### config.mk
export PLATFORM = sky130hd
export DESIGN_NAME = pdpat_sqrt
export DESIGN_NICKNAME = d
export VERILOG_FILES = /design/src/sv/pdpat_pkg.sv /design/src/sv/pdpat_sqrt.sv
export SDC_FILE = /design/constraint.sdc
export NUM_CORES = 2
export LEC_CHECK = 0
export ABC_CLOCK_PERIOD_IN_PS = 4400
export BUFFER_PORTS_ARGS = -buffer_cell sky130_fd_sc_hd__buf_4
export CORE_MARGIN = 2
export CORE_UTILIZATION = 40
export CTS_CLUSTER_SIZE = 16
export DETAILED_ROUTE_END_ITERATION = 12
export PLACE_DENSITY = 0.52
export SLEW_MARGIN = 20
export SYNTH_ARGS = -nofsm -noshare
export SYNTH_HDL_FRONTEND = slang
export SYNTH_MEMORY_MAX_BITS = 65536
export SYNTH_SLANG_ARGS = --single-unit
### constraint.sdc
create_clock -name i_clk -period 4.4 [get_ports i_clk]
set_input_delay 0.22 -clock i_clk [delete_from_list [all_inputs] [get_ports i_clk]]
set_output_delay 0.22 -clock i_clk [all_outputs]
set_load 0.01 [all_outputs]
### src/sv/pdpat_pkg.sv
`timescale 1ns / 1ps
// ----------------------------------------------------------------------------
// pdpat_pkg
// Shared types, widths and constants for the PD position to attitude/thrust
// pipeline.
// ----------------------------------------------------------------------------
package pdpat_pkg;

    // Field widths
    localparam int POS_W    = 32;
    localparam int ATT_W    = 16;
    localparam int GAIN_W   = 16;
    localparam int CFG_A_W  = 4;
    localparam int CFG_D_W  = 32;

    // Datapath widths
    localparam int E_W      = POS_W + 1;      // position / velocity error
    localparam int PR_W     = 50;             // gain times error
    localparam int U_W      = 52;             // command, Q.24
    localparam int M_W      = 51;             // command magnitude
    localparam int VM_W     = 30;             // block-scaled magnitude
    localparam int VS_W     = VM_W + 1;       // block-scaled signed value
    localparam int A_W      = 26;             // thrust axis, Q.20
    localparam int AX_W     = 36;             // axis before rounding, Q.28
    localparam int P_W      = 57;             // axis times command
    localparam int Q_W      = 58;             // raw quaternion component
    localparam int QM_W     = Q_W - 1;        // raw quaternion magnitude
    localparam int SH_W     = 5;              // block-scale shift
    localparam int SQ_W     = 2 * VM_W;       // one square
    localparam int SQ_IN_W  = 62;             // radicand
    localparam int SQ_OUT_W = 31;             // root
    localparam int SQRT_STG = 31;             // one root bit per stage
    localparam int PROD_W   = 49;             // root times mass
    localparam int THR_W    = 32;
    localparam int QUO_W    = 15;             // quotient bits
    localparam int DIV_STG  = QUO_W;
    localparam int DIV_W    = 46;             // divider remainder
    localparam int FRAC_Q   = 14;             // Q1.14 output scale
    localparam int N_SHIFT  = 20;             // root into Q.20 axis scale
    localparam int U_FRAC   = 24;             // command fraction bits

    // Pipeline latency in register stages, accept to result
    localparam int PIPE_LAT = 2 * SQRT_STG + DIV_STG + 16;

    // Constants
    localparam logic signed [U_W-1:0] G_Q24   = U_W'(164416717);  // 9.8 in Q.24
    localparam logic [17:0]           MASS_Q16 = 18'd187171;      // 2.856 in Q.16
    localparam logic [GAIN_W-1:0]     KP_RST  = 16'd810;
    localparam logic [GAIN_W-1:0]     KD_RST  = 16'd693;
    localparam logic signed [16:0]    OUT_MAX = 17'sd16384;

    // Configuration register indexes
    typedef enum logic [CFG_A_W-1:0] {
        CFG_KP_GAIN   = 4'd0,
        CFG_KD_GAIN   = 4'd1,
        CFG_REF_POS_X = 4'd2,
        CFG_REF_POS_Y = 4'd3,
        CFG_REF_POS_Z = 4'd4,
        CFG_REF_VEL_X = 4'd5,
        CFG_REF_VEL_Y = 4'd6,
        CFG_REF_VEL_Z = 4'd7
    } t_cfg_idx;

    // Input beat
    typedef struct packed {
        logic signed [POS_W-1:0] pos_x;
        logic signed [POS_W-1:0] pos_y;
        logic signed [POS_W-1:0] pos_z;
        logic signed [POS_W-1:0] vel_x;
        logic signed [POS_W-1:0] vel_y;
        logic signed [POS_W-1:0] vel_z;
        logic signed [ATT_W-1:0] att_w;
        logic signed [ATT_W-1:0] att_x;
        logic signed [ATT_W-1:0] att_y;
        logic signed [ATT_W-1:0] att_z;
    } t_in_beat;

    // Result beat
    typedef struct packed {
        logic signed [ATT_W-1:0] des_w;
        logic signed [ATT_W-1:0] des_x;
        logic signed [ATT_W-1:0] des_y;
        logic signed [ATT_W-1:0] des_z;
        logic [THR_W-1:0]        thrust_force;
    } t_out_beat;

    // Side data carried through the first root unit
    typedef struct packed {
        logic signed [Q_W-1:0] dot;
        logic signed [Q_W-1:0] q1;
        logic signed [Q_W-1:0] q2;
        logic signed [Q_W-1:0] q3;
        logic [SH_W-1:0]       sh;
    } t_side1;

    // Side data carried through the second root unit
    typedef struct packed {
        logic [3:0][VM_W-1:0] qm;
        logic [3:0]           neg;
        logic [THR_W-1:0]     thr;
    } t_side2;

endpackage

### src/sv/pdpat_sqrt.sv
`timescale 1ns / 1ps
// ----------------------------------------------------------------------------
// pdpat_sqrt
// Pipelined integer square root, one root bit per stage, with side data that
// travels in step with the radicand.
// ----------------------------------------------------------------------------
module pdpat_sqrt #(
    parameter int SIDE_W = 8
) (
    input  logic                              i_clk,
    input  logic                              i_rst_n,
    input  logic                              i_valid,
    input  logic [pdpat_pkg::SQ_IN_W-1:0]     i_rad,
    input  logic [SIDE_W-1:0]                 i_side,
    output logic                              o_valid,
    output logic [pdpat_pkg::SQ_OUT_W-1:0]    o_root,
    output logic [SIDE_W-1:0]                 o_side
);

    localparam int N  = pdpat_pkg::SQRT_STG;
    localparam int RW = pdpat_pkg::SQ_IN_W + 1;

    logic [N-1:0]      r_vld;
    logic [RW-1:0]     r_rem  [0:N-1];
    logic [RW-1:0]     r_root [0:N-1];
    logic [SIDE_W-1:0] r_side [0:N-1];

    logic [RW-1:0]     c_rem  [0:N];
    logic [RW-1:0]     c_root [0:N];
    logic [RW-1:0]     n_rem  [0:N-1];
    logic [RW-1:0]     n_root [0:N-1];

    // Stage inputs: the radicand for the first stage, the previous stage after
    always_comb begin
        c_rem[0]  = RW'(i_rad);
        c_root[0] = '0;
        for (int j = 0; j < N; j++) begin
            c_rem[j+1]  = r_rem[j];
            c_root[j+1] = r_root[j];
        end
    end

    // Try one root bit per stage, highest first
    always_comb begin
        logic [RW-1:0] bitv;
        logic [RW-1:0] trial;
        for (int j = 0; j < N; j++) begin
            bitv  = RW'(1) << (2 * (N - 1 - j));
            trial = c_root[j] + bitv;
            if (c_rem[j] >= trial) begin
                n_rem[j]  = c_rem[j] - trial;
                n_root[j] = (c_root[j] >> 1) + bitv;
            end else begin
                n_rem[j]  = c_rem[j];
                n_root[j] = c_root[j] >> 1;
            end
        end
    end

    // Advance valid bits
    always_ff @(posedge i_clk) begin
        if (!i_rst_n) begin
            r_vld <= '0;
        end else begin
            r_vld <= {r_vld[N-2:0], i_valid};
        end
    end

    // Advance payload
    always_ff @(posedge i_clk) begin
        for (int j = 0; j < N; j++) begin
            r_rem[j]  <= n_rem[j];
            r_root[j] <= n_root[j];
        end
        r_side[0] <= i_side;
        for (int j = 1; j < N; j++) begin
            r_side[j] <= r_side[j-1];
        end
    end

    assign o_valid = r_vld[N-1];
    assign o_root  = r_root[N-1][pdpat_pkg::SQ_OUT_W-1:0];
    assign o_side  = r_side[N-1];

endmodule

==> run_results.csv <==
group,metric,value,unit
outcome,outcome,"finished clean",
floorplan,rows,181,
clock_network,h-tree-depth,5,
critical_path,critical_path.max_stage_delay,0.73,ns
placed_design,gp_congestion,0.885,
finish,drive_gt1_frac,0.0849,
routing,routed_wl,260000,um
timing,drv_slew,0,
placed_design,port-buffer-count,112,
clock_network,post-cts-setup-buffers,0,
power_and_ir_drop,powerDensity,658,mW/mm2
critical_path,crit_buf_inv,1,
grt,grt_use_total,0.205,
grt,grt_pass1_vias,69215,
power_and_ir_drop,ir_worst_vdd,345,uV
power_and_ir_drop,seqPwrFrac,0.455,
critical_path,path_common_cell,"nor4_2",
floorplan,die_y,497,um
finish,fin_nets,10513,
timing,fin_skew,0.0828,ns
logic_synthesis,synth-edff-count,0,
clock_network,path_clk_slew,0.06,ns
critical_path,cpLargestDelayFamily,"simple AND/OR/NAND/NOR gates",
critical_path,crit_slowest_cell,"nor4_2",
routing,vias_per_cell,5.10,
floorplan,die_w,497,um
placed_design,placed_area,0.102,mm2
timing,slew_headroom,0.304,
power_and_ir_drop,clockPowerShare,0.331,
routing,vias,68109,
logic_synthesis,yosys_register_bits,2665,
routing,dr.pass1.iters,5,
routing,drtIter0Drc,4019,
logic_synthesis,syn_area,0.0974,mm2
floorplan,dieArea,0.247,mm2
logic_synthesis,synth-main-ff-cell,"dfxtp_1",
logic_synthesis,syn_nets,10091,
floorplan,core,0.243,mm2
timing,hold_viol_final,0,
logic_synthesis,synthArstFlopShare,0,
critical_path,crit_type,"flip-flop to flip-flop",
power_and_ir_drop,p_int,51100,uW
timing,rsz0062_at_grt,"false",
clock_network,clock-sinks,2665,
critical_path,cp_max_fo,35,
placed_design,dpl.cell_count,12674,
critical_path,cp-start-kind,"flip-flop",
finish,area_delta_synth_final,16.4,%
grt,grt_pass1_wl,402000,um
timing,finalSetupViolCount,0,
hold_path,hp-class,"primary input to flip-flop",
run,max_cap_violations,0,
finish,fin_area,0.113,mm2
finish,stdcell_count,13349,
logic_synthesis,postSynthAreaPerCell,10.3,um2
timing,worstMarginPinSlew,1.03,ns
timing,timing.final.crit_period,4.06,ns
clock_network,clk_latency,0.97,ns
grt,gr-total-overflow,0,
timing,max_freq,0.246,GHz
power_and_ir_drop,switchingPower,23400,uW
finish,final_core_util,0.467,
critical_path,end_kind,"flip-flop",
routing,wire_per_inst,19.5,um
routing,ant_nets,0,
power_and_ir_drop,pwr-share-comb,0.214,
finish,fillCellCount,22430,
logic_synthesis,yosys_warnings,0,
placed_design,dpl.hpwl,201000,um
logic_synthesis,netlist_instances,9493,
floorplan,initial_utilization,0.401,
critical_path,crit_chain,"inv_1 -> ha_1 -> nand2_1 -> nor4_2 -> nand3_1 -> nor4_2 -> a21oi_1 -> o31a_2 -> nor2_1 -> nand4_1 -> xnor2_1",
critical_path,required,5.19,ns
floorplan,top_level_ports,113,
power_and_ir_drop,netSwitchingFraction,0.314,
power_and_ir_drop,p_leak,0.0510,uW
logic_synthesis,yosysSeqAreaShare,0.548,
clock_network,cts.path.max_buffers,4,
timing,min_period_over_period,0.923,
logic_synthesis,synth.distinct_cells,103,
routing,drc,0,
grt,antenna_found_initial,11,
clock_network,cts_root_buf,"clkbuf_16",
critical_path,crit_arrival,4.85,ns
clock_network,cts_tree,"yes",
clock_network,cts_made_buffers,297,
grt,grt_start_max_net_pins,52,
[Yosys cell counts (203+ instances only)]
cell type | instances | area share
xor2_1 | 359 | 0.032
a21oi_1 | 561 | 0.029
nor4_1 | 325 | 0.021
nor2_1 | 578 | 0.022
xnor2_1 | 501 | 0.045
inv_1 | 665 | 0.026
nor3_1 | 203 | 0.010
ha_1 | 525 | 0.067
dfxtp_1 | 2665 | 0.55
o21ai_0 | 424 | 0.022
a21o_1 | 232 | 0.018
nand2_1 | 537 | 0.021
[final timing paths]
kind / start / end / slack [ns] / cells after the start
max: r_root[1][655] / r_rem[1][745] / 0.34 / 11
min: i_rad[60] / r_rem[0][60] / 0.14 / 4
max reg2reg: r_root[1][655] / r_rem[1][745] / 0.34 / 11
min reg2reg: r_side[0][1] / r_side[0][9] / 0.29 / 0
[repair_timing]
item	in CTS	in global routing
gates resized for setup	1	0
hold endpoints to repair	103	0
setup endpoints to repair	6	0
hold buffers	143	0
[worst register-to-register path, stage by stage (launching register included)]
cell and delay, ns:
dfxtp_1 0.42, inv_1 0.07, ha_1 0.37, nand2_1 0.15, nor4_2 0.57, nand3_1 0.18, nor4_2 0.73, a21oi_1 0.25
o31a_2 0.39, nor2_1 0.49, nand4_1 0.18, xnor2_1 0.18
[final cells by class]
type                       count  area, um2  share of cell area
sequential                  2665      53400               0.471
multi-input combinational   5959      40800               0.360
clock buffer                 409       8590              0.0758
tap                         3202       4010              0.0353
timing repair buffer         327       2840              0.0251
inverter                     665       2500              0.0220
clock inverter                95       1240              0.0109
antenna                       27       67.6            0.000596
[kinds of logic after synthesis]
family                     count (synthesis)  share of synthesized area
AOI/OAI and AO/OA                       1759                      0.113
xor gates and xnor gates                 860                     0.0773
adders and majority gates                525                     0.0674
buffers and inverters                    869                     0.0346
DFF                                     2665                      0.548
muxes                                     86                    0.00985
and+or+nand+nor                         2729                      0.150
[metal layers]
metal  GRT usage  up-vias  part of all wire
met5           0        -                 0
met4      0.0773        0             0.034
met3      0.0293      482             0.035
met2       0.362     1399              0.49
met1       0.252    32282              0.44
li1            -    33946                 -
[registers in the layout (all words and copies together) (netlist names)]
signal / cells
r_rem: 1890
r_root: 496
r_vld: 31
r_side: 248
[power by group through the flow]
stage,Combinational (uW),Clock (uW),Sequential [uW]
after floorplan,12100,0,32100
after global placement,15700,0,34400
after detailed placement,15700,0,34400
after CTS,16000,25300,34000
after global routing,17800,26300,34400
final,16000,24700,33900
[stage by stage]
| stage | setup slack, ns | hold slack, ns | power, uW | TNS (ns) |
|---|---|---|---|---|
| floorplan | 1.28 | 0.248 | 44200 | 0 |
| global placement | -0.532 | 0.309 | 50100 | -13.85 |
| detailed placement | -0.0367 | 0.312 | 50100 | -0.0896 |
| CTS | 0.232 | 0.0703 | 75300 | 0 |
| global route | 0.00535 | 0.119 | 78500 | 0 |
| finish | 0.339 | 0.144 | 74600 | 0 |
[layout by cell type, fill, tap and decap left out, types with 59 or more instances in the layout]
master         Yosys  routed
clkbuf_16          0     304
o21ai_0          424     424
nor3_1           203     203
clkbuf_8           0      59
xnor2_1          501     501
or4_1             74      73
nand3_1          183     183
buf_4             12     181
a21oi_1          561     560
o21a_1            86      86
nand4_1          161     161
nand2_1          537     537
or3_1             91      91
dfxtp_1         2665    2665
a21o_1           232     232
mux2_2            79      79
nand2b_1         103     103
inv_1            665     665
and2_1            60      60
nor4_1           325     319
dlygate4sd3_1      0     143
nor2b_1           59      59
ha_1             525     525
xor2_1           359     359
nor2_1           578     577
No activity file was read; power rests on OpenSTA's default activity.
